[config.mk]
export PLATFORM = sky130hd
export DESIGN_NAME = unicode_word_boundary_finder
export DESIGN_NICKNAME = d
export VERILOG_FILES = /design/src/uwb_pkg.sv /design/src/unicode_word_boundary_finder.sv
export SDC_FILE = /design/constraint.sdc
export NUM_CORES = 1
export LEC_CHECK = 0
export BUFFER_PORTS_ARGS = -buffer_cell sky130_fd_sc_hd__buf_2
export CAP_MARGIN = 20
export CORE_UTILIZATION = 60
export CTS_BUF_LIST = sky130_fd_sc_hd__clkbuf_8
export CTS_CLUSTER_SIZE = 25
export DETAILED_ROUTE_END_ITERATION = 8
export PLACE_DENSITY = 0.84
export SLEW_MARGIN = 20
export SYNTH_ARGS = -nofsm -noshare
export SYNTH_HDL_FRONTEND = slang
export SYNTH_SLANG_ARGS = --single-unit
[constraint.sdc]
create_clock -name clk -period 7.9 [get_ports clk]
set_clock_uncertainty 0.2 [all_clocks]
set_input_delay 0.395 -clock clk [delete_from_list [all_inputs] [get_ports clk]]
set_output_delay 0.395 -clock clk [all_outputs]
set_load 0.05 [all_outputs]
[src/uwb_pkg.sv]
`timescale 1ns / 1ps
// Shared types and constants for the word boundary finder.
// No dependencies; used by the top level.

package uwb_pkg;

	// Item kinds on the input channel.
	localparam logic [1:0] KIND_START = 2'd0;
	localparam logic [1:0] KIND_CHAR  = 2'd1;
	localparam logic [1:0] KIND_END   = 2'd2;

	// Word boundary classes of a code point.
	localparam logic [4:0] C_OTHER     = 5'd0;
	localparam logic [4:0] C_CR        = 5'd1;
	localparam logic [4:0] C_LF        = 5'd2;
	localparam logic [4:0] C_NEWLINE   = 5'd3;
	localparam logic [4:0] C_EXTEND    = 5'd4;
	localparam logic [4:0] C_ZWJ       = 5'd5;
	localparam logic [4:0] C_RI        = 5'd6;
	localparam logic [4:0] C_FORMAT    = 5'd7;
	localparam logic [4:0] C_KATAKANA  = 5'd8;
	localparam logic [4:0] C_HEBREW    = 5'd9;
	localparam logic [4:0] C_ALETTER   = 5'd10;
	localparam logic [4:0] C_SQUOTE    = 5'd11;
	localparam logic [4:0] C_DQUOTE    = 5'd12;
	localparam logic [4:0] C_MIDNUMLET = 5'd13;
	localparam logic [4:0] C_MIDLETTER = 5'd14;
	localparam logic [4:0] C_MIDNUM    = 5'd15;
	localparam logic [4:0] C_NUMERIC   = 5'd16;
	localparam logic [4:0] C_EXTNUMLET = 5'd17;
	localparam logic [4:0] C_WSEGSPACE = 5'd18;
	localparam logic [4:0] C_NONE      = 5'd31;

	typedef enum logic [1:0] {
		V_KEEP  = 2'd0,
		V_BREAK = 2'd1,
		V_LOOK  = 2'd2
	} verdict_t;

	typedef enum logic [1:0] {
		NEED_NONE     = 2'd0,
		NEED_AHLETTER = 2'd1,
		NEED_HEBREW   = 2'd2,
		NEED_NUMERIC  = 2'd3
	} need_t;

	typedef struct packed {
		verdict_t verdict;
		need_t    needs;
	} decision_t;

endpackage

[src/unicode_word_boundary_finder.sv]
`timescale 1ns / 1ps
// Word boundary finder after the segmentation rules of Unicode Annex 29.
// Depends on uwb_pkg for class codes, item kinds and the decision type.

// The block accepts one classified code point per cycle while item_stall is
// low. An accepted item is held in an input register, decided there against
// the context registers, and its zero, one or two boundaries are written
// into a four-entry result queue, from which the first boundary can be taken.
// The result port moves one boundary per cycle while boundary_stall is low,
// so the sustained rate is one item per cycle as long as items average at
// most one boundary each; the input stalls while the queue cannot take two
// more results. A boundary after a letter or digit followed by a mid-word
// punctuation class is held back until the next non-ignorable code point or
// the end of text decides it, and then comes out ahead of that item's own
// boundary.

module unicode_word_boundary_finder #(
	parameter int POSITION_BITS = 24
) (
	input  logic                     clk,
	input  logic                     arst_n,
	input  logic                     item_valid,
	output logic                     item_stall,
	input  logic [1:0]               kind,
	input  logic [4:0]               wb_class,
	input  logic                     ext_pict,
	input  logic [POSITION_BITS-1:0] position,
	output logic                     boundary_valid,
	input  logic                     boundary_stall,
	output logic [POSITION_BITS-1:0] boundary_position,
	output logic                     last_of_run
);

	localparam int DEPTH    = 4;
	localparam int PTR_BITS = $clog2(DEPTH);
	localparam int CNT_BITS = $clog2(DEPTH + 1);

	// Input register.
	logic                     valid_s1;
	logic [1:0]               kind_s1;
	logic [4:0]               class_s1;
	logic                     pict_s1;
	logic [POSITION_BITS-1:0] pos_s1;

	// Context registers.
	logic [4:0]               fold_prev_q;
	logic [4:0]               fold_pprev_q;
	logic [4:0]               raw_prev_q;
	logic                     prev_zwj_q;
	logic                     ri_odd_q;
	logic                     seen_q;
	logic [POSITION_BITS-1:0] last_bnd_q;
	logic                     pend_valid_q;
	logic [POSITION_BITS-1:0] pend_pos_q;
	uwb_pkg::need_t           pend_needs_q;

	// Result queue.
	logic [POSITION_BITS-1:0] qpos_q  [DEPTH];
	logic                     qlast_q [DEPTH];
	logic [PTR_BITS-1:0]      wr_ptr_q;
	logic [PTR_BITS-1:0]      rd_ptr_q;
	logic [CNT_BITS-1:0]      count_q;

	logic accept;
	logic advance;
	logic pop;

	// Next-state and result logic.
	logic [4:0]               cls;
	uwb_pkg::decision_t       dec;
	logic [1:0]               n_res;
	logic [POSITION_BITS-1:0] res0_pos;
	logic [POSITION_BITS-1:0] res1_pos;
	logic [4:0]               fold_prev_d;
	logic [4:0]               fold_pprev_d;
	logic [4:0]               raw_prev_d;
	logic                     prev_zwj_d;
	logic                     ri_odd_d;
	logic                     seen_d;
	logic [POSITION_BITS-1:0] last_bnd_d;
	logic                     pend_valid_d;
	logic [POSITION_BITS-1:0] pend_pos_d;
	uwb_pkg::need_t           pend_needs_d;
	logic                     pend_breaks;
	logic                     brk;
	logic [POSITION_BITS-1:0] mid_bnd;

	function automatic logic is_ah(input logic [4:0] v);
		return (v == uwb_pkg::C_ALETTER) || (v == uwb_pkg::C_HEBREW);
	endfunction

	function automatic logic is_mnlq(input logic [4:0] v);
		return (v == uwb_pkg::C_MIDNUMLET) || (v == uwb_pkg::C_SQUOTE);
	endfunction

	function automatic logic is_forcing(input logic [4:0] v);
		return (v == uwb_pkg::C_NEWLINE) || (v == uwb_pkg::C_CR) || (v == uwb_pkg::C_LF);
	endfunction

	function automatic logic is_ign(input logic [4:0] v);
		return (v == uwb_pkg::C_EXTEND) || (v == uwb_pkg::C_FORMAT) ||
			(v == uwb_pkg::C_ZWJ);
	endfunction

	// Rule chain for the gap between the previous character and cur.
	function automatic uwb_pkg::decision_t decide(
		input logic [4:0] cur,
		input logic       ep,
		input logic [4:0] p,
		input logic [4:0] pp,
		input logic [4:0] r,
		input logic       zwj,
		input logic       odd
	);
		uwb_pkg::decision_t d;
		logic pah;
		logic cah;
		pah = is_ah(p);
		cah = is_ah(cur);
		d.verdict = uwb_pkg::V_KEEP;
		d.needs = uwb_pkg::NEED_NONE;
		if (r == uwb_pkg::C_CR && cur == uwb_pkg::C_LF) begin
			d.verdict = uwb_pkg::V_KEEP;
		end else if (is_forcing(r) || is_forcing(cur)) begin
			d.verdict = uwb_pkg::V_BREAK;
		end else if (zwj && ep) begin
			d.verdict = uwb_pkg::V_KEEP;
		end else if (r == uwb_pkg::C_WSEGSPACE && cur == uwb_pkg::C_WSEGSPACE) begin
			d.verdict = uwb_pkg::V_KEEP;
		end else if (is_ign(cur)) begin
			d.verdict = uwb_pkg::V_KEEP;
		end else if (pah && cah) begin
			d.verdict = uwb_pkg::V_KEEP;
		end else if (is_ah(pp) && (p == uwb_pkg::C_MIDLETTER || is_mnlq(p)) && cah) begin
			d.verdict = uwb_pkg::V_KEEP;
		end else if (p == uwb_pkg::C_HEBREW && cur == uwb_pkg::C_SQUOTE) begin
			d.verdict = uwb_pkg::V_KEEP;
		end else if (pp == uwb_pkg::C_HEBREW && p == uwb_pkg::C_DQUOTE &&
			cur == uwb_pkg::C_HEBREW) begin
			d.verdict = uwb_pkg::V_KEEP;
		end else if (p == uwb_pkg::C_NUMERIC && cur == uwb_pkg::C_NUMERIC) begin
			d.verdict = uwb_pkg::V_KEEP;
		end else if (pah && cur == uwb_pkg::C_NUMERIC) begin
			d.verdict = uwb_pkg::V_KEEP;
		end else if (p == uwb_pkg::C_NUMERIC && cah) begin
			d.verdict = uwb_pkg::V_KEEP;
		end else if (pp == uwb_pkg::C_NUMERIC && (p == uwb_pkg::C_MIDNUM || is_mnlq(p)) &&
			cur == uwb_pkg::C_NUMERIC) begin
			d.verdict = uwb_pkg::V_KEEP;
		end else if (p == uwb_pkg::C_KATAKANA && cur == uwb_pkg::C_KATAKANA) begin
			d.verdict = uwb_pkg::V_KEEP;
		end else if ((pah || p == uwb_pkg::C_NUMERIC || p == uwb_pkg::C_KATAKANA ||
			p == uwb_pkg::C_EXTNUMLET) && cur == uwb_pkg::C_EXTNUMLET) begin
			d.verdict = uwb_pkg::V_KEEP;
		end else if (p == uwb_pkg::C_EXTNUMLET && (cah || cur == uwb_pkg::C_NUMERIC ||
			cur == uwb_pkg::C_KATAKANA)) begin
			d.verdict = uwb_pkg::V_KEEP;
		end else if (p == uwb_pkg::C_RI && cur == uwb_pkg::C_RI && odd) begin
			d.verdict = uwb_pkg::V_KEEP;
		end else if (pah && (cur == uwb_pkg::C_MIDLETTER || is_mnlq(cur))) begin
			d.verdict = uwb_pkg::V_LOOK;
			d.needs = uwb_pkg::NEED_AHLETTER;
		end else if (p == uwb_pkg::C_HEBREW && cur == uwb_pkg::C_DQUOTE) begin
			d.verdict = uwb_pkg::V_LOOK;
			d.needs = uwb_pkg::NEED_HEBREW;
		end else if (p == uwb_pkg::C_NUMERIC && (cur == uwb_pkg::C_MIDNUM || is_mnlq(cur))) begin
			d.verdict = uwb_pkg::V_LOOK;
			d.needs = uwb_pkg::NEED_NUMERIC;
		end else begin
			d.verdict = uwb_pkg::V_BREAK;
		end
		return d;
	endfunction

	// Handshakes. Room for two results lets the held item always advance.
	assign advance    = valid_s1 && (count_q <= CNT_BITS'(DEPTH - 2));
	assign item_stall = valid_s1 && !advance;
	assign accept     = item_valid && !item_stall;
	assign pop        = boundary_valid && !boundary_stall;

	assign boundary_valid    = (count_q != '0);
	assign boundary_position = qpos_q[rd_ptr_q];
	assign last_of_run       = qlast_q[rd_ptr_q];

	always_comb begin
		cls = (class_s1 > uwb_pkg::C_WSEGSPACE) ? uwb_pkg::C_OTHER : class_s1;
		dec = decide(cls, pict_s1, fold_prev_q, fold_pprev_q, raw_prev_q, prev_zwj_q,
			ri_odd_q);

		fold_prev_d  = fold_prev_q;
		fold_pprev_d = fold_pprev_q;
		raw_prev_d   = raw_prev_q;
		prev_zwj_d   = prev_zwj_q;
		ri_odd_d     = ri_odd_q;
		seen_d       = seen_q;
		last_bnd_d   = last_bnd_q;
		pend_valid_d = pend_valid_q;
		pend_pos_d   = pend_pos_q;
		pend_needs_d = pend_needs_q;
		n_res        = 2'd0;
		res0_pos     = pos_s1;
		res1_pos     = pos_s1;
		brk          = 1'b0;
		mid_bnd      = last_bnd_q;

		pend_breaks = !((pend_needs_q == uwb_pkg::NEED_AHLETTER && is_ah(cls)) ||
			(pend_needs_q == uwb_pkg::NEED_HEBREW && cls == uwb_pkg::C_HEBREW) ||
			(pend_needs_q == uwb_pkg::NEED_NUMERIC && cls == uwb_pkg::C_NUMERIC));

		case (kind_s1)
			uwb_pkg::KIND_START: begin
				fold_prev_d  = uwb_pkg::C_NONE;
				fold_pprev_d = uwb_pkg::C_NONE;
				raw_prev_d   = uwb_pkg::C_NONE;
				prev_zwj_d   = 1'b0;
				ri_odd_d     = 1'b0;
				seen_d       = 1'b0;
				pend_valid_d = 1'b0;
				pend_pos_d   = '0;
				pend_needs_d = uwb_pkg::NEED_NONE;
				last_bnd_d   = '0;
				n_res        = 2'd1;
				res0_pos     = '0;
			end
			uwb_pkg::KIND_CHAR: begin
				// A held candidate resolves first, so its boundary comes out first.
				if (pend_valid_q && !is_ign(cls)) begin
					pend_valid_d = 1'b0;
					if (pend_breaks) begin
						n_res    = 2'd1;
						res0_pos = pend_pos_q;
						last_bnd_d = pend_pos_q;
					end
				end
				if (seen_q) begin
					if (dec.verdict == uwb_pkg::V_BREAK) begin
						brk = 1'b1;
						if (n_res == 2'd1) begin
							res1_pos = pos_s1;
						end else begin
							res0_pos = pos_s1;
						end
						n_res = n_res + 2'd1;
						last_bnd_d = pos_s1;
					end else if (dec.verdict == uwb_pkg::V_LOOK) begin
						pend_valid_d = 1'b1;
						pend_pos_d   = pos_s1;
						pend_needs_d = dec.needs;
					end
				end
				// Extend, Format and ZWJ fold into the character before them.
				if (!(is_ign(cls) && !brk && fold_prev_q != uwb_pkg::C_NONE)) begin
					fold_pprev_d = fold_prev_q;
					fold_prev_d  = cls;
					ri_odd_d     = (cls == uwb_pkg::C_RI) ? !ri_odd_q : 1'b0;
				end
				raw_prev_d = cls;
				prev_zwj_d = (cls == uwb_pkg::C_ZWJ);
				seen_d     = 1'b1;
			end
			uwb_pkg::KIND_END: begin
				if (pend_valid_q) begin
					n_res    = 2'd1;
					res0_pos = pend_pos_q;
					mid_bnd  = pend_pos_q;
				end
				last_bnd_d = mid_bnd;
				if (mid_bnd < pos_s1) begin
					if (n_res == 2'd1) begin
						res1_pos = pos_s1;
					end else begin
						res0_pos = pos_s1;
					end
					n_res = n_res + 2'd1;
					last_bnd_d = pos_s1;
				end
				fold_prev_d  = uwb_pkg::C_NONE;
				fold_pprev_d = uwb_pkg::C_NONE;
				raw_prev_d   = uwb_pkg::C_NONE;
				prev_zwj_d   = 1'b0;
				ri_odd_d     = 1'b0;
				seen_d       = 1'b0;
				pend_valid_d = 1'b0;
				pend_pos_d   = '0;
				pend_needs_d = uwb_pkg::NEED_NONE;
			end
			default: begin
				n_res = 2'd0;
			end
		endcase
	end

	always_ff @(posedge clk or negedge arst_n) begin
		if (!arst_n) begin
			valid_s1 <= 1'b0;
		end else if (accept) begin
			valid_s1 <= 1'b1;
		end else if (advance) begin
			valid_s1 <= 1'b0;
		end
	end

	always_ff @(posedge clk) begin
		if (accept) begin
			kind_s1  <= kind;
			class_s1 <= wb_class;
			pict_s1  <= ext_pict;
			pos_s1   <= position;
		end
	end

	always_ff @(posedge clk or negedge arst_n) begin
		if (!arst_n) begin
			fold_prev_q  <= uwb_pkg::C_NONE;
			fold_pprev_q <= uwb_pkg::C_NONE;
			raw_prev_q   <= uwb_pkg::C_NONE;
			prev_zwj_q   <= 1'b0;
			ri_odd_q     <= 1'b0;
			seen_q       <= 1'b0;
			last_bnd_q   <= '0;
			pend_valid_q <= 1'b0;
			pend_pos_q   <= '0;
			pend_needs_q <= uwb_pkg::NEED_NONE;
		end else if (advance) begin
			fold_prev_q  <= fold_prev_d;
			fold_pprev_q <= fold_pprev_d;
			raw_prev_q   <= raw_prev_d;
			prev_zwj_q   <= prev_zwj_d;
			ri_odd_q     <= ri_odd_d;
			seen_q       <= seen_d;
			last_bnd_q   <= last_bnd_d;
			pend_valid_q <= pend_valid_d;
			pend_pos_q   <= pend_pos_d;
			pend_needs_q <= pend_needs_d;
		end
	end

	// Result queue: up to two writes and one read per cycle.
	always_ff @(posedge clk) begin
		if (advance && n_res != 2'd0) begin
			qpos_q[wr_ptr_q]  <= res0_pos;
			qlast_q[wr_ptr_q] <= (n_res == 2'd1);
			if (n_res == 2'd2) begin
				qpos_q[wr_ptr_q + PTR_BITS'(1)]  <= res1_pos;
				qlast_q[wr_ptr_q + PTR_BITS'(1)] <= 1'b1;
			end
		end
	end

	always_ff @(posedge clk or negedge arst_n) begin
		if (!arst_n) begin
			wr_ptr_q <= '0;
			rd_ptr_q <= '0;
			count_q  <= '0;
		end else begin
			if (advance) begin
				wr_ptr_q <= wr_ptr_q + PTR_BITS'(n_res);
			end
			if (pop) begin
				rd_ptr_q <= rd_ptr_q + PTR_BITS'(1);
			end
			count_q <= count_q + (advance ? CNT_BITS'(n_res) : CNT_BITS'(0)) -
				(pop ? CNT_BITS'(1) : CNT_BITS'(0));
		end
	end

endmodule

After elaboration in Yosys (flattened, before gate mapping) --
Memory sizes are Yosys's and may differ from the RTL's. Cells that the tools add are included.
Word-level totals: memories kept 2, register bits 109, input bits 36, bits in writable memories 100, output and inout bits 27
Cells by class: $lt $le $gt $ge 3, equality and inequality tests 52, multiplexer cells 100, add/subtract/negate cells 7, reduce and logical (&&, ||, !) cells 73
Memory list:
- qpos_q | depth 4, width 24, read ports 1, clocked after memory_dff 0, write ports 2, RTL line unicode_word_boundary_finder.sv:58 | logic [POSITION_BITS-1:0] qpos_q [DEPTH];
- qlast_q | depth 4, width 1, read ports 1, clocked after memory_dff 0, write ports 2, RTL line unicode_word_boundary_finder.sv:59 | logic qlast_q [DEPTH];
Operators by type and width (count):
- $mux 24 | 18
- $pmux 24 s3 | 2
- $eq 5x4->1 const B | 18
- $mux 2 | 45
- $pmux 24 s2 | 1
- $eq 5x5->1 const B | 7
- $logic_and 1x1->1 | 33
- $pmux 5 s2 | 3
- $eq 5x3->1 const B | 5
- $lt 24x24->1 | 1
- $logic_or 1x1->1 | 23
- $eq 5x2->1 const B | 4
- $mux 1 | 20
- $mux 5 | 3
- $eq 2x1->1 const B | 6
- $eq 2x2->1 const B | 5
- $eq 5x1->1 const B | 2
- $add 2x1->2 const B | 4
- $mux 4 | 2
- $ne 2x2->1 const B | 4
- $pmux 1 s2 | 4
- $logic_not 1->1 | 6
- $pmux 2 s3 | 1
- $reduce_bool 2->1 | 3
- 13 further kinds | 15

Depth between registers and ports, before layout --
Gate-level depths: netlist of run 1.
depth in word-level cells 35, gate-level depth with buffers 23, depth with buffers taken out 20

Least setup slack after synthesis of run 1 --
Ideal clock, no wire load.
path kind register to register, start point reg pend_valid_q, end point mem qpos_q[1][0], enable pin, cell stages (with the launch flop) 19, data required time 7.265 ns, setup slack 1.423 ns, arrival 5.842 ns, path buffers 5, cells stage by stage dfrtp_1 > clkbuf_1 > buf_1 > mux2i_1 > inv_1 > ha_1 > nand4_1 > nor2_1 > nand3_1 > a221oi_1 > clkbuf_1 > buf_1 > nor3_1 > ha_1 > a21oi_1 > and2_1 > buf_2 > o21ai_0 > nor3_1
RTL lines:
- start, declared | RTL line unicode_word_boundary_finder.sv:53 | logic pend_valid_q;
- start signal, assigned | RTL line unicode_word_boundary_finder.sv:332 | pend_valid_q <= pend_valid_d;
- end, declared | RTL line unicode_word_boundary_finder.sv:58

==> flow_summary.toml, run 1 <==
[run_status]
outcome = "complete, no violations"

[timing]
fin_crit_sh_pct = 66.7
max_slew_margin_pct = 22.6
hold_violations = 0
setup_violations = 0
rsz0062_at_grt = "no"
tns_ns = 0
final_max_slew_viol_count = 0
max_freq_mhz = 190
min_period_ns = 5.27
worst_pin_slew_ns = 1.16

[flow_run]
cap_violations = 0

[power_and_ir_drop]
p_leak_nw = 5.18
peakVddDrop_mv = 0.167
powerDensity_nw_per_um2 = 343

[clock_tree]
clock-root-buffer = "clkbuf_8"
htreeDepth = 2
cts_sinks = 209
clockBufferDepth = 3
clk_pin_slew_ns = 0.06
ctsResizeCount = 0
cts_tree = "built"
clk_latency_ns = 0.56
cts_buffers = 36

[drt]
drt-initial-drc-count = 1345
remaining_drc_errors = 0
wl_per_cell_um = 22.9
vias_per_cell = 7.02
first_pass_iters = 6
postRouteAntennaNets = 0
routed_wl_um = 33400
vias = 10241

[synthesis]
avgSynthCellArea_um2 = 11.3
yosysSeqAreaShare_pct = 46.6
yosys_warnings = 0
synthFlopType = "edfxtp_1"
synth_edf_count = 128
synth_cell_type_count = 90
synth_top_cell_area_share_pct = 30.5
synth_nets = 1188
ys_ff_latch = 209
postSynthCellCount = 1118
synth.top_cells.by_area = "edfxtp_1, dfrtp_1, a32o_1, mux4_2, ha_1"
synth_top_area_cell = "edfxtp_1"
async_flop_share_pct = 36.8
synth_area_um2 = 12600

[grt]
grt_usage_pct = 30.9
grt_pass1_wl_um = 52600
antenna_found_initial = 0
grt_max_degree = 77
grt_overflow = 0
grt_pass1_vias = 9900

[setup_path]
start_kind = "flip-flop"
path_common_cell = "nor2_1"
cp.arrival_ns = 5.36
critical_path_required_ns = 7.99
critical-path-top-delay-family = "simple AND/OR/NAND/NOR gates"
cpPeakStageDelay_ns = 0.76
cp_slowest_cell = "a41oi_4"
critPathKind = "reg -> reg"
end_kind = "flip-flop"
crit_buf_inv = 1
worstPathMaxFanout = 30
crit_chain = "or4b_4 -> or3b_1 -> o22ai_2 -> nor4_4 -> a41oi_4 -> nor2_1 -> ha_1 -> a32oi_1 -> nor2_1 -> nand4_1 -> buf_4 -> nand2_2 -> a32o_1"

[placement]
dp_hpwl_um = 20100
placed_area_um2 = 12900
gp_congestion = 0.949
port_buffers = 62
dp.cells = 1358

[final_layout]
stdcell_count = 1459
stdcell_area_um2 = 13900
final_nets = 1231
final_layout_size_suffix_gt1_share_pct = 19.7
area_growth_syn_to_layout_pct = 10.6
antenna_cells = 0

[floorplan]
chipWidth_um = 147
rows = 52
die_y_um = 147
start_util_pct = 61.7
core_um2 = 20400
die-area_um2 = 21600
ios = 63

[min_path]
hold_path_class = "in -> async"
==> report_power, final <==
group / internal (mW) / switching (mW)
sequential: 1.50 / 0.394
combinational: 0.710 / 1.22
clock: 0.510 / 0.448
total: 2.72 / 2.06
==> logic make-up (layout without fill, tap and decap cells) <==
logic type	count (synthesis)	in the layout	share of synthesized area (%)
mux	46	46	6.13
flops	209	209	46.6
simple gates	260	260	11.2
xor+xnor	12	12	0.834
buf+inv	175	246	6.51
compound gates	382	382	25.3
fa+ha+maj	34	34	3.43
==> cell usage after synthesis (8+ instances only) <==
master / n
a21oi_1: 65
a32o_1: 77
a32oi_1: 26
buf_1: 8
buf_2: 22
buf_4: 9
buf_6: 10
clkbuf_1: 61
dfrtp_1: 62
dfstp_2: 15
edfxtp_1: 128
ha_1: 33
inv_1: 62
mux2i_1: 21
mux4_2: 25
nand2_1: 78
nand2b_1: 13
nand3_1: 12
nand4_1: 10
nor2_1: 54
nor3_1: 8
o211ai_1: 29
o21ai_0: 39
o22a_1: 9
o311ai_1: 13
o31ai_1: 29
o31ai_4: 13
or3_1: 8
or4_1: 27
==> through the flow <==
stage | utilization [%] | setup WS [ns] | power (mW) | hold slack (ns)
floorplan | - | 1.42 | 3.31 | -0.101
global placement | 63.0 | 2.90 | 3.72 | 0.171
detailed placement | 63.0 | 2.76 | 3.79 | 0.175
CTS | 68.2 | 2.72 | 4.76 | 0.122
global route | 68.2 | 2.32 | 5.01 | 0.165
finish | 68.2 | 2.63 | 4.79 | 0.135
==> worst paths after layout <==
path,startpoint,to,slack (ns),cells after the start
worst max register to register,class_s1[1],qpos_q[1][16],2.63,13
worst max-delay path,class_s1[1],qpos_q[1][16],2.63,13
worst min-delay path,arst_n,pend_valid_q,0.13,2
min in group clk,raw_prev_q[2],raw_prev_q[2],0.28,2
worst min register to register,raw_prev_q[2],raw_prev_q[2],0.28,2
max in group asynchronous,arst_n,pend_pos_q[17],6.33,3
==> layout make-up <==
class                           instances  area, µm²
Fill cell                            1512       6490
Tap cell                              270        338
Clock buffer                           41        564
Sequential cell                       209       5870
Timing Repair Buffer                  117        813
Multi-Input combinational cell        734       5980
Inverter                               63        236
Clock inverter                         25        141
==> layout by cell type (no fill, tap or decap), types with 7 or more instances in the layout <==
master	n
ha_1	33
nand4_1	10
or3_1	8
dfstp_2	15
edfxtp_1	128
nand3_1	12
dfrtp_1	61
a21boi_0	7
o311ai_1	13
mux2i_1	21
buf_2	61
inv_1	81
clkbuf_8	41
mux4_2	25
a31oi_1	7
a32oi_1	26
o31ai_2	7
nand2b_1	13
nor2_1	52
o22ai_1	7
a32o_1	77
o211ai_1	29
nand2_1	78
o22a_1	9
dlygate4sd3_1	35
o31ai_4	13
buf_4	21
o31ai_1	29
nor2b_1	7
or4_1	27
a21oi_1	63
nor3_1	7
o21ai_0	39
==> metal layers <==
metal  part of all wire (%)  vias to the layer above  routed length (µm)  global-route usage, %
met3                     10                       85                3410                   4.50
met5                      0                        -                   0                      0
met1                     39                     4960               13100                   42.5
met4                    2.8                        0                 922                   13.6
li1                       -                     4525                   -                      -
met2                     48                      671               16000                   49.3
==> state kept, by name, summed over array words and instances (netlist names) <==
| signal | cells |
|---|---|
| wr_ptr_q | 2 |
| seen_q | 1 |
| last_bnd_q | 24 |
| pend_valid_q | 1 |
| pend_needs_q | 2 |
| pos_s1 | 24 |
| fold_prev_q | 5 |
| qlast_q | 4 |
| rd_ptr_q | 2 |
| ri_odd_q | 1 |
| qpos_q | 96 |
| pend_pos_q | 24 |
| valid_s1 | 1 |
| count_q | 3 |
| raw_prev_q | 5 |
| kind_s1 | 2 |
| pict_s1 | 1 |
| prev_zwj_q | 1 |
| fold_pprev_q | 5 |
| class_s1 | 5 |
==> worst reg2reg max path: cells and delay by family, from the launching register on <==
kind / cells / cell delay (ns)
AO/OA/AOI/OAI: 4 / 1.66
buffers and inverters: 1 / 0.36
flip-flops: 1 / 0.59
AND/OR/NAND/NOR: 7 / 1.95
adder cells (fa/ha/maj): 1 / 0.26
==> what timing repair did <==
item / in CTS / in global routing
endpoints found under the hold margin: 65 / 0
setup buffers: 0 / 0
hold buffers: 35 / 0
Power figures use the tool's default switching activity.
==> run 2: changes to the inputs <==
==> constraint.sdc (replaced) <==
create_clock -name clk -period 5 [get_ports clk]
set_clock_uncertainty 0.2 [all_clocks]
set_input_delay 0.25 -clock clk [delete_from_list [all_inputs] [get_ports clk]]
set_output_delay 0.25 -clock clk [all_outputs]
set_load 0.05 [all_outputs]
==> flow_summary.toml, run 2 (same netlist as run 1, synthesis figures left out) <==
[run_status]
outcome = "complete, no violations"

[setup_path]
critical_path_required_ns = 5.23
r2r_slack_ns = 0.22
cp.arrival_ns = 5.00
critPathKind = "reg -> reg"
end_kind = "flip-flop"
worstPathMaxFanout = 15
start_kind = "flip-flop"

[placement]
dp.cells = 1368
gp_congestion = 0.880
dp_slack_ns = 0.221
dp_hpwl_um = 20500
port_buffers = 62

[timing]
worst_pin_slew_ns = 1.14
setup_violations = 0
max_slew_margin_pct = 24.0
fin_crit_sh_pct = 95.5
min_period_ns = 4.78
hold_ws_ns = 0.0343
timing.final.ws_setup_ns = 0.224
rsz0062_at_grt = "no"
max_freq_mhz = 209
hold_violations = 0
tns_ns = 0
final_max_slew_viol_count = 0

[grt]
antenna_found_initial = 0
grt_pass1_wl_um = 53600
grt_usage_pct = 31.6
grt_max_degree = 77
grt_overflow = 0
grt_pass1_vias = 9940

[drt]
drt-initial-drc-count = 1361
wl_per_cell_um = 23.1
vias_per_cell = 6.99
postRouteAntennaNets = 0
routed_wl_um = 34100
remaining_drc_errors = 0
first_pass_iters = 6
vias = 10288

[final_layout]
regArea_um2 = 5870
top_register = "qpos_q"
multi_input_area_um2 = 6010
final_nets = 1242
layout_commonest_cell = "edfxtp_1"
fill_cells = 1423
area_growth_syn_to_layout_pct = 12.3
stdcell_count = 1471
layout_common_cells = "edfxtp_1, nand2_1, a32o_1"
largest_reg_flops = 96
final_layout_size_suffix_gt1_share_pct = 21.1
antenna_cells = 0

[floorplan]
die-area_um2 = 21600
chipWidth_um = 147
rows = 52
ios = 63
core_um2 = 20400
start_util_pct = 61.7
die_y_um = 147

[clock_tree]
clockBufferDepth = 3
cts_sinks = 209
clk_pin_slew_ns = 0.06
cts_buffers = 37
clock-root-buffer = "clkbuf_8"
htreeDepth = 2
clk_latency_ns = 0.55
cts_tree = "built"

[power_and_ir_drop]
powerDensity_nw_per_um2 = 551
switching_share_pct = 42.8
comb_power_share_pct = 40.2
p_leak_nw = 5.26
peakVddDrop_mv = 0.355
power.switching_mw = 3.34
pwr-share-clk_pct = 21.6
p_int_mw = 4.46
p_seq_share_pct = 38.2

[flow_run]
cap_violations = 0

[min_path]
hold_path_class = "in -> async"
## run 2: path summary, 6_finish.rpt
kind / cells after the start / from / end
max in group asynchronous: 3 / arst_n / rd_ptr_q[0]
min: 2 / arst_n / fold_pprev_q[3]
max: 19 / class_s1[1] / count_q[2]
min in group clk: 2 / wb_class[2] / class_s1[2]
min reg2reg: 2 / raw_prev_q[2] / raw_prev_q[2]
max reg2reg: 19 / class_s1[1] / count_q[2]
## run 2: layer usage
metal	vias up	share of wire [%]	GRT usage (%)
met1	4934	39	43.5
met3	85	12	5.62
met5	-	0	0
met4	0	2.4	11.3
met2	715	47	50.5
li1	4554	-	-
## run 2: metrics by stage
step / total power [mW] / area, µm² / util [%]
floorplan: 5.25 / 12700 / -
global placement: 5.94 / 13000 / 63.7
detailed placement: 6.04 / 13000 / 63.7
CTS: 7.74 / 14100 / 69.2
global route: 8.14 / 14100 / 69.3
finish: 7.79 / 14100 / 69.3
## run 2: worst max-delay path, stage by stage, from the launching register on
cell and delay, ns:
edfxtp_1 0.60, nand2b_1 0.30, or4_1 0.55, a211oi_1 0.39, inv_1 0.17, a41oi_4 0.22, nor2_1 0.10, ha_1 0.32
nand2_1 0.06, inv_1 0.05, o21ai_2 0.28, nand2_1 0.18, nand2_1 0.10, ha_1 0.23, inv_1 0.06, ha_1 0.13
inv_1 0.05, fa_1 0.38, xor2_1 0.16, xnor2_1 0.12
## run 2: timing repair
item                                    in CTS  in global routing
setup buffers                                0                  0
resized for setup                            0                  2
hold buffers                                35                  0
endpoints found under the setup margin       0                 57
hold endpoints to repair                   103                  0
## run 2: area by class of cell
class                           count  share of cell area (%)
Multi-Input combinational cell    734                    42.5
Timing Repair Buffer              127                    6.46
Clock buffer                       42                    4.09
Clock inverter                     26                    1.41
Sequential cell                   209                    41.5
Tap cell                          270                    2.39
Inverter                           63                    1.67
## run 2: power by group through the flow
| stage | logic (mW) | clock network, mW | registers (mW) |
|---|---|---|---|
| 2_1_floorplan | 2.61 | 0 | 2.65 |
| 3_3_place_gp | 2.99 | 0 | 2.96 |
| 3_5_place_dp | 3.06 | 0 | 2.98 |
| 4_1_cts | 3.10 | 1.70 | 2.95 |
| 5_1_grt | 3.35 | 1.77 | 3.03 |
| 6_report | 3.13 | 1.68 | 2.98 |
